--- src/rtl/h264ns_pkg.sv ---
`default_nettype none

package h264ns_pkg;

  localparam int LENGTH_BITS_DEF = 24;
  localparam int QUEUE_DEPTH     = 4;
  localparam int PREFIX_BITS     = 3;

  localparam logic [7:0] HDR_FZ_MASK   = 8'h80;
  localparam logic [7:0] HDR_REF_MASK  = 8'h60;
  localparam logic [7:0] HDR_TYPE_MASK = 8'h1f;

  localparam logic [4:0] TARGET_RESET = 5'd5;

  typedef enum logic [1:0] {
    STATUS_COMPLETE     = 2'd0,
    STATUS_NO_START     = 2'd1,
    STATUS_UNTERMINATED = 2'd2
  } status_t;

  // Everything of one result except its length, whose width is a parameter.
  typedef struct packed {
    status_t                status;
    logic [PREFIX_BITS-1:0] prefix;
    logic                   fz;
    logic [1:0]             ref_idc;
    logic [4:0]             unit_type;
    logic                   match;
    logic                   last;
  } res_info_t;

  // Results produced by one accepted word, packed from the front.
  typedef struct packed {
    logic [1:0] count;
    res_info_t  r0;
    res_info_t  r1;
  } push_ctl_t;

  function automatic res_info_t make_info(status_t st, logic [PREFIX_BITS-1:0] pre,
                                          logic [7:0] hdr, logic hdr_ok,
                                          logic [4:0] target, logic last);
    logic [7:0] h;
    res_info_t  r;
    h           = hdr_ok ? hdr : 8'h00;
    r.status    = st;
    r.prefix    = pre;
    r.fz        = |(h & HDR_FZ_MASK);
    r.ref_idc   = h[6:5] & HDR_REF_MASK[6:5];
    r.unit_type = h[4:0] & HDR_TYPE_MASK[4:0];
    r.match     = hdr_ok && ((h[4:0] & HDR_TYPE_MASK[4:0]) == target);
    r.last      = last;
    return r;
  endfunction

endpackage

`default_nettype wire

--- src/rtl/h264_nal_unit_splitter_top.sv ---
// Channel  Direction  Handshake               Word
// in       input      in_valid / in_ready     data_byte, end_of_buffer
// out      output     out_valid / out_ready   status .. last_of_run, one result per word
// cfg      input      cfg_wr_en               cfg_wr_data (target_nal_type)
//
// Each input byte is scanned in the cycle it is accepted and
// its results are written straight into a four-entry result queue.
// A byte yields at most two results; the output side drains one result per cycle,
// so bytes flow at one per cycle whenever results are taken as fast as they come.
// in_ready depends only on queue occupancy (two free entries needed), never on out_ready.
// Reset is synchronous and clears the scanner and the queue; target_nal_type resets to 5.
`default_nettype none

module h264_nal_unit_splitter_top
  import h264ns_pkg::*;
#(
  parameter int LENGTH_BITS = LENGTH_BITS_DEF
) (
  input  wire logic                   clk,
  input  wire logic                   rst,
  input  wire logic                   in_valid,
  output logic                        in_ready,
  input  wire logic [7:0]             data_byte,
  input  wire logic                   end_of_buffer,
  output logic                        out_valid,
  input  wire logic                   out_ready,
  output logic      [1:0]             status,
  output logic      [LENGTH_BITS-1:0] nal_length,
  output logic      [2:0]             prefix_length,
  output logic                        forbidden_zero,
  output logic      [1:0]             ref_idc,
  output logic      [4:0]             unit_type,
  output logic                        type_match,
  output logic                        last_of_run,
  input  wire logic                   cfg_wr_en,
  input  wire logic [4:0]             cfg_wr_data
);

  logic [4:0]             target;
  logic                   accept;
  push_ctl_t              push;
  logic [LENGTH_BITS-1:0] len0, len1;
  res_info_t              head_info;

  assign accept = in_valid && in_ready;

  always_ff @(posedge clk) begin
    if (rst) begin
      target <= TARGET_RESET;
    end else if (cfg_wr_en) begin
      target <= cfg_wr_data;
    end
  end

  h264ns_parse #(
    .LENGTH_BITS(LENGTH_BITS)
  ) u_parse (
    .clk          (clk),
    .rst          (rst),
    .accept       (accept),
    .data_byte    (data_byte),
    .end_of_buffer(end_of_buffer),
    .target       (target),
    .push         (push),
    .len0         (len0),
    .len1         (len1)
  );

  h264ns_outq #(
    .LENGTH_BITS(LENGTH_BITS)
  ) u_outq (
    .clk      (clk),
    .rst      (rst),
    .push     (push),
    .len0     (len0),
    .len1     (len1),
    .room     (in_ready),
    .out_valid(out_valid),
    .out_ready(out_ready),
    .head_info(head_info),
    .head_len (nal_length)
  );

  assign status         = head_info.status;
  assign prefix_length  = head_info.prefix;
  assign forbidden_zero = head_info.fz;
  assign ref_idc        = head_info.ref_idc;
  assign unit_type      = head_info.unit_type;
  assign type_match     = head_info.match;
  assign last_of_run    = head_info.last;

endmodule

`default_nettype wire

--- src/rtl/h264ns_parse.sv ---
`default_nettype none

module h264ns_parse
  import h264ns_pkg::*;
#(
  parameter int LENGTH_BITS = LENGTH_BITS_DEF
) (
  input  wire logic                   clk,
  input  wire logic                   rst,
  input  wire logic                   accept,
  input  wire logic [7:0]             data_byte,
  input  wire logic                   end_of_buffer,
  input  wire logic [4:0]             target,
  output push_ctl_t                   push,
  output logic      [LENGTH_BITS-1:0] len0,
  output logic      [LENGTH_BITS-1:0] len1
);

  localparam logic [LENGTH_BITS-1:0] LenMax = '1;

  logic [1:0]             zero_run, zero_run_next;
  logic                   unit_open, unit_open_next;
  logic                   header_pending, header_pending_next;
  logic [LENGTH_BITS-1:0] unit_count, unit_count_next;
  logic [PREFIX_BITS-1:0] open_prefix, open_prefix_next;
  logic [7:0]             header_byte, header_byte_next;

  logic                   is_start;
  logic [PREFIX_BITS-1:0] new_prefix;
  logic [LENGTH_BITS-1:0] new_prefix_w;
  logic [LENGTH_BITS-1:0] count_inc;
  logic [LENGTH_BITS-1:0] closed_len;
  logic                   have_closed;
  res_info_t              closed_info;
  res_info_t              end_info;
  logic [LENGTH_BITS-1:0] end_len;

  always_comb begin
    count_inc = unit_count;
    if (unit_open && unit_count != LenMax) begin
      count_inc = unit_count + LENGTH_BITS'(1);
    end

    is_start     = (data_byte == 8'h01) && (zero_run >= 2'd2);
    new_prefix   = (zero_run == 2'd3) ? 3'd4 : 3'd3;
    new_prefix_w = {{(LENGTH_BITS-PREFIX_BITS){1'b0}}, new_prefix};

    // The closed unit's length runs from its own prefix up to the new prefix.
    if (count_inc == LenMax) begin
      closed_len = LenMax;
    end else if (count_inc >= new_prefix_w) begin
      closed_len = count_inc - new_prefix_w;
    end else begin
      closed_len = '0;
    end
    have_closed = is_start && unit_open;
    closed_info = make_info(STATUS_COMPLETE, open_prefix, header_byte, !header_pending,
                            target, !end_of_buffer);

    zero_run_next       = zero_run;
    unit_open_next      = unit_open;
    header_pending_next = header_pending;
    unit_count_next     = count_inc;
    open_prefix_next    = open_prefix;
    header_byte_next    = header_byte;

    if (is_start) begin
      unit_open_next      = 1'b1;
      unit_count_next     = new_prefix_w;
      open_prefix_next    = new_prefix;
      header_pending_next = 1'b1;
      header_byte_next    = 8'h00;
      zero_run_next       = 2'd0;
    end else begin
      if (header_pending) begin
        header_byte_next    = data_byte;
        header_pending_next = 1'b0;
      end
      if (data_byte == 8'h00) begin
        zero_run_next = (zero_run == 2'd3) ? 2'd3 : zero_run + 2'd1;
      end else begin
        zero_run_next = 2'd0;
      end
    end

    // The end-of-buffer report sees the state as this word leaves it.
    if (unit_open_next) begin
      end_info = make_info(STATUS_UNTERMINATED, open_prefix_next, header_byte_next,
                           !header_pending_next, target, 1'b1);
      end_len  = unit_count_next;
    end else begin
      end_info = make_info(STATUS_NO_START, '0, 8'h00, 1'b0, target, 1'b1);
      end_len  = '0;
    end

    push.count = 2'd0;
    push.r0    = closed_info;
    push.r1    = end_info;
    len0       = closed_len;
    len1       = end_len;
    if (accept) begin
      if (have_closed) begin
        push.count = end_of_buffer ? 2'd2 : 2'd1;
      end else if (end_of_buffer) begin
        push.count = 2'd1;
        push.r0    = end_info;
        len0       = end_len;
      end
    end

    if (accept && end_of_buffer) begin
      zero_run_next       = 2'd0;
      unit_open_next      = 1'b0;
      header_pending_next = 1'b0;
      unit_count_next     = '0;
      open_prefix_next    = '0;
      header_byte_next    = 8'h00;
    end
  end

  always_ff @(posedge clk) begin
    if (rst) begin
      zero_run       <= 2'd0;
      unit_open      <= 1'b0;
      header_pending <= 1'b0;
      unit_count     <= '0;
      open_prefix    <= '0;
      header_byte    <= 8'h00;
    end else if (accept) begin
      zero_run       <= zero_run_next;
      unit_open      <= unit_open_next;
      header_pending <= header_pending_next;
      unit_count     <= unit_count_next;
      open_prefix    <= open_prefix_next;
      header_byte    <= header_byte_next;
    end
  end

  // A pair of results always ends on the second one.
  assert property (@(posedge clk) disable iff (rst)
    push.count == 2'd2 |-> !push.r0.last && push.r1.last)
    else $error("first of two results marked last");

  // The end of a buffer always returns the scanner to its idle state.
  assert property (@(posedge clk) disable iff (rst)
    accept && end_of_buffer |=> !unit_open && zero_run == 2'd0 && !header_pending)
    else $error("state not cleared after end of buffer");

  // An open unit always carries a 3- or 4-byte prefix.
  assert property (@(posedge clk) disable iff (rst)
    unit_open |-> open_prefix == 3'd3 || open_prefix == 3'd4)
    else $error("open unit with bad prefix length");

endmodule

`default_nettype wire

--- src/rtl/h264ns_outq.sv ---
`default_nettype none

module h264ns_outq
  import h264ns_pkg::*;
#(
  parameter int LENGTH_BITS = LENGTH_BITS_DEF
) (
  input  wire logic                   clk,
  input  wire logic                   rst,
  input  wire push_ctl_t              push,
  input  wire logic [LENGTH_BITS-1:0] len0,
  input  wire logic [LENGTH_BITS-1:0] len1,
  output logic                        room,
  output logic                        out_valid,
  input  wire logic                   out_ready,
  output res_info_t                   head_info,
  output logic      [LENGTH_BITS-1:0] head_len
);

  localparam int PtrW = $clog2(QUEUE_DEPTH);
  localparam int CntW = $clog2(QUEUE_DEPTH + 1);
  localparam logic [CntW-1:0] Depth = CntW'(QUEUE_DEPTH);

  res_info_t              info_q [QUEUE_DEPTH];
  logic [LENGTH_BITS-1:0] len_q  [QUEUE_DEPTH];
  logic [PtrW-1:0]        rd_ptr, wr_ptr;
  logic [CntW-1:0]        count, count_next;
  logic                   pop;

  assign pop        = out_valid && out_ready;
  assign out_valid  = (count != '0);
  // Two free entries are kept so that any word can be taken in one go.
  assign room       = (count <= Depth - CntW'(2));
  assign head_info  = info_q[rd_ptr];
  assign head_len   = len_q[rd_ptr];
  assign count_next = count + CntW'(push.count) - CntW'(pop);

  always_ff @(posedge clk) begin
    if (push.count != 2'd0) begin
      info_q[wr_ptr] <= push.r0;
      len_q[wr_ptr]  <= len0;
    end
    if (push.count == 2'd2) begin
      info_q[wr_ptr + PtrW'(1)] <= push.r1;
      len_q[wr_ptr + PtrW'(1)]  <= len1;
    end
  end

  always_ff @(posedge clk) begin
    if (rst) begin
      rd_ptr <= '0;
      wr_ptr <= '0;
      count  <= '0;
    end else begin
      rd_ptr <= rd_ptr + PtrW'(pop);
      wr_ptr <= wr_ptr + PtrW'(push.count);
      count  <= count_next;
    end
  end

  assert property (@(posedge clk) disable iff (rst)
    count <= Depth)
    else $error("result queue overflow");

  assert property (@(posedge clk) disable iff (rst)
    push.count != 2'd0 |-> CntW'(push.count) <= Depth - count)
    else $error("push into a queue without room");

  assert property (@(posedge clk) disable iff (rst)
    wr_ptr == rd_ptr + PtrW'(count))
    else $error("queue pointers disagree with count");

endmodule

`default_nettype wire
--- config.mk ---
export PLATFORM = sky130hd
export DESIGN_NAME = h264_nal_unit_splitter_top
export DESIGN_NICKNAME = d
export VERILOG_FILES = /design/src/rtl/h264ns_pkg.sv /design/src/rtl/h264_nal_unit_splitter_top.sv /design/src/rtl/h264ns_parse.sv /design/src/rtl/h264ns_outq.sv
export SDC_FILE = /design/constraint.sdc
export NUM_CORES = 1
export LEC_CHECK = 0
export ABC_AREA = 1
export BUFFER_PORTS_ARGS = -buffer_cell sky130_fd_sc_hd__buf_2
export CORE_UTILIZATION = 40
export CTS_BUF_LIST = sky130_fd_sc_hd__clkbuf_8
export DETAILED_ROUTE_END_ITERATION = 8
export HOLD_SLACK_MARGIN = 0.15
export SLEW_MARGIN = 0
export SYNTH_ARGS = -nofsm -noshare
export SYNTH_HDL_FRONTEND = slang
export SYNTH_SLANG_ARGS = --single-unit
--- constraint.sdc ---
create_clock -name clk -period 5.9 [get_ports clk]
set_clock_uncertainty 0.1 [all_clocks]
set_input_delay 0.295 -clock clk [delete_from_list [all_inputs] [get_ports clk]]
set_output_delay 0.295 -clock clk [all_outputs]
set_load 0.005 [all_outputs]
After elaboration in Yosys (flattened, before gate mapping). Memory sizes are Yosys's and may differ from the RTL's. A register that Yosys moved wholly into a read port is not among the register bits. Index checks and enable logic that the tools add are counted.

Add/subtract/negate cells: 8. Multipliers: 0. Divide/modulo/power cells: 0. $lt $le $gt $ge: 3. Equal/unequal tests: 7. Shifts and indexed selects: 0. Multiplexer cells: 37. Bitwise gates (word level): 0. Reductions and logical operators: 14.

Operators by type and width (number): 24-bit 2-to-1 mux (9); 8-bit 2-to-1 mux (5); 15-bit 2-to-1 mux (2); 24-bit by 1-bit adder with 24-bit output (second input constant) (1); 24-bit == test (second input constant) (1); 24-bit by 3-bit greater-or-equal comparator with 1-bit output (1); 24-bit inequality test (second input constant) (1); 24-bit by 3-bit subtractor with 24-bit output (1); 17-bit 2-to-1 mux (1); 16-bit 2-to-1 mux (1); 2-bit 2-to-1 mux (8); 5-bit == test (2); 3-bit 2-to-1 mux (3); 8-bit by 1-bit == test with 1-bit output (second input constant) (1); 1-bit logical AND (8); 8-bit zero test (1); 1-bit 2-to-1 mux (8); 2-bit by 1-bit adder with 2-bit output (second input constant) (2); 2-bit == test (second input constant) (2); 3-bit by 2-bit adder with 3-bit output (1); 3-bit by 2-bit less-or-equal comparator with 1-bit output (second input constant) (1); 1-bit zero test (3); 3-bit nonzero test (1); 3-bit by 1-bit subtractor with 3-bit output (1); other kinds (4) (4).

Bits in registers: 51. Bits in latches: 0. Memory bits (writable): 156. Bits in read-only memories: 0. Logic and storage cells: 81. Memories: 2.

Memory list: u_outq.len_q (depth 4, width 24, read ports 1, clocked after memory_dff 1, write ports 2, line h264ns_outq.sv:25) `logic [LENGTH_BITS-1:0] len_q [QUEUE_DEPTH];`; u_outq.info_q (depth 4, width 15, read ports 1, clocked after memory_dff 1, write ports 2, line h264ns_outq.sv:24) `res_info_t info_q [QUEUE_DEPTH];`.

Logic depth before layout (Yosys ltp).
Word-level depth: 13. Mapped depth: 26. Depth with buffers taken out: 25.

Cells and area by module. A second synthesis with hierarchy kept.

Cell total of the unflattened synthesis: 1701. Area, all modules: 12851.1 µm².

By module, submodules not included: h264ns_outq (instances 1, cells each 820, area an instance 7895.1 µm², seq. area each 4824.6 µm²); h264ns_parse (instances 1, cells each 850, area an instance 4738.3 µm², seq. area each 780.7 µm²); h264_nal_unit_splitter_top (instances 1, cells each 31, area an instance 217.7 µm², seq. area each 100.1 µm²).

Least setup slack after synthesis. OpenSTA, ideal clock, no wires.

Kind: in2reg. Start: input port data_byte[3]. End: memory u_outq.info_q[3][10] (netlist name) (enable). Library setup time: 0.396 ns. Data arrival time: 3.187 ns. Setup slack: 2.217 ns. Stages: 16. Buffers on the path: 2. Cells stage by stage: nor2_1 nand2_1 nor2_1 nand3_1 nor2_1 ha_1 inv_1 nor2_1 inv_1 nor2_1 inv_1 nor3_2 inv_1 clkbuf_1 buf_2 nand2_1.

RTL lines: start, declared (line h264_nal_unit_splitter_top.sv:23) `input wire logic [7:0] data_byte,`; end, declared (line h264ns_outq.sv:24).

==> metrics.yaml <==
worst_hold_path:
  min_from: "data_byte[1]"
  worstHoldPathCells: 6
  min_path_type: "input port to flip-flop"
  hold_end: "u_parse.zero_run[1]"
layout:
  antenna-diode-count: 0
  fin_nets: 1872
  final_cell_mix: "558 x nand2_1, 222 x nor2_1, 152 x edfxtp_1"
  layout-drive-gt1-share: 0.1204
  mostFrequentLayoutCell: "nand2_1"
  final_area_mm2: 0.01457
  area_growth_pct: 11.22
synth:
  synth_area_mm2: 0.01310
  synth-seq-cells: 207
  synthCells: 1786
  synth-xor-area-share: 0.008691
  synthAdderAreaFrac: 0.01356
  yosysWarnings: 0
  synth_area_per_cell_um2: 7.335
  yosysSeqAreaShare: 0.4325
  synth_top_family_by_area: "simple AND/OR/NAND/NOR gates"
  synth-compound-area-share: 0.1232
  synth_fp_nets: 1818
  synth.distinct_cells: 44
  synthMuxAreaShare: 0
  synth_simple_gate_area_share: 0.3484
clocking:
  clk_latency_ps: 560
  post-cts-setup-buffers: 0
  cts-resized-gates: 0
  holdBufCountCts: 25
  cts_root_buffer: "clkbuf_8"
  htree_levels: 2
  clockBufferDepth: 3
  clock-sinks: 207
  cts.clk_slew.worst_paths_ps: 60
  cts_made_buffers: 37
  tritoncts: "built"
placed_design:
  dpl_cell_area_mm2: 0.01369
  port-buffer-count: 59
  gp_congestion: 0.9538
  dp_hpwl_um: 27060
timing:
  setup_viol: 0
  fmax_mhz: 214.1
  timing.hold.ws_ps: 190.7
  setup-tns-final_ps: 0
  tightest_slew_ps: 1066
  finalHoldViolations: 0
  rsz0062_at_grt: "false"
  finalCriticalPeriod_ps: 4672
  finalCritPeriodShare: 0.7918
  slew_violations: 0
  slew_headroom: 0.2868
floorplan:
  pin_count: 60
  initial_core_util: 0.4109
  row_count: 65
  coreArea_mm2: 0.03188
  die_x_um: 183.0
  die_area_mm2: 0.03348
  fp.dieH_um: 183.0
setup_path:
  r2r_slack_ps: 1230
  start_kind: "flip-flop"
  endpoint_kind: "flip-flop"
  reg2reg_depth: 24
  r2r-start: "u_parse.unit_count[0]"
  cp_max_fo: 23
  crit_required_ps: 6090
  cp.arrival_ps: 4860
  crit_type: "flip-flop to flip-flop"
  timing.rr.end: "u_outq.len_q[2][6]"
routing:
  via_per_inst: 5.473
  drc: 0
  dr.pass1.iters: 6
  vias: 12560
  wl_um: 42200
  drt_iter0_drc: 1406
  wl_per_cell_um: 18.39
  final_antenna_net_count: 0
global_routing:
  grt_first_pass_wirelength_um: 65830
  grt_use_total: 0.2543
  antenna_found_initial: 0
  grt_max_degree: 81
  grt_pass1_vias: 11670
  overflow: 0
run_status:
  status: "complete, no violations"
power_and_ir_drop:
  leakagePower_uw: 0.006093
  p_per_area_mw_per_mm2: 269.3
  peakVddDrop_mv: 0.2615
run:
  drv_cap: 0
-- worst max-delay path by stage --
stage	start	endpoint	slack, ps	cells past startpoint
floorplan	data_byte[3]	u_outq.info_q[3][10]	2220	16
global placement	u_parse.unit_count[0]	u_outq.len_q[3][6]	1440	24
detailed placement	u_parse.unit_count[0]	u_outq.len_q[2][6]	1260	24
CTS	u_parse.unit_count[0]	u_outq.len_q[2][6]	1240	24
global route	u_parse.unit_count[0]	u_outq.len_q[0][6]	840	24
finish	u_parse.unit_count[0]	u_outq.len_q[2][6]	1230	24
-- state kept, by name (all words and copies together), names as in the netlist --
register,flops
u_parse.header_byte,8
u_outq.count,3
u_parse.zero_run,2
u_outq.len_q,96
u_parse.unit_count,24
u_parse.unit_open,1
u_outq.wr_ptr,2
u_parse.header_pending,1
u_parse.open_prefix,3
u_outq.rd_ptr,2
target,5
u_outq.info_q,60
-- cell type report --
class / instances / area, µm²
Clock inverter: 21 / 105.1
Fill cell: 3281 / 17310
Clock buffer: 38 / 523.0
Inverter: 141 / 529.3
Sequential cell: 207 / 5668
Multi-Input combinational cell: 1345 / 6475
Timing Repair Buffer: 108 / 725.7
Tap cell: 435 / 544.3
-- metal layers --
layer,track usage,vias up,share of wire
met2,0.3897,585,0.43
met4,0.08100,0,0.023
met3,0.03614,72,0.093
met1,0.3687,5856,0.45
li1,-,6048,-
met5,0,-,0
-- where the power goes --
group / total [µW] / internal (µW) / switching (µW)
Combinational: 1040 / 347 / 689
Clock: 1200 / 598 / 605
Sequential: 1680 / 1660 / 27.1
Total: 3920 / 2600 / 1320
-- stage by stage --
stage / instances / util / worst slack (ps) / total power [µW]
after floorplan: 1786 / - / 2217 / 2360
after global placement: 2211 / 0.4295 / 1437 / 2725
after detailed placement: 2211 / 0.4295 / 1261 / 2747
after CTS: 2295 / 0.4570 / 1243 / 3950
after global routing: 2295 / 0.4570 / 836.6 / 4136
final: 2295 / 0.4570 / 1228 / 3923
-- worst max-delay path, cell delays in order (launching register included) --
cell     delay [ps]
dfxtp_1         460
ha_1            300
nand2_2         130
nor2_8          150
nand2_4          90
nor2_8          130
nand2_4         170
nand2_4         240
xor2_1          140
inv_1            80
ha_1            160
inv_1            60
fa_1            400
nand2_1          70
inv_1            50
nor2_1          110
nand2_1         120
inv_2           110
nand4_2         170
nor2_4          150
nand2_2         410
o21ai_0         350
nand2_4          90
nand3_1         110
nand2_1          60
-- cell usage after synthesis (all sizes together) --
cell type | count | share of area
nand4 | 18 | 0.0091
o21ai | 128 | 0.049
nor2 | 235 | 0.073
o2111ai | 1 | 0.00067
clkinv | 1 | 0.00029
or2 | 3 | 0.0014
ha | 11 | 0.011
edfxtp | 152 | 0.35
nand2 | 604 | 0.19
nand3b | 5 | 0.0032
nand3 | 154 | 0.066
xor2 | 10 | 0.0067
a21boi | 1 | 0.00057
o2111a | 1 | 0.00086
a21oi | 68 | 0.027
a221oi | 1 | 0.00067
clkbuf | 61 | 0.017
nor3 | 9 | 0.0046
buf | 32 | 0.016
dfxtp | 55 | 0.084
fa | 2 | 0.0031
xnor2 | 3 | 0.0020
and3 | 1 | 0.00048
inv | 140 | 0.040
o22ai | 87 | 0.042
a2111oi | 3 | 0.0020
-- kinds of logic after synthesis --
logic type	count (synthesis)
compound gates	290
xor+xnor	13
fa+ha+maj	13
buf+inv	234
flops	207
simple gates	1029
Power figures use the tool's default switching activity.
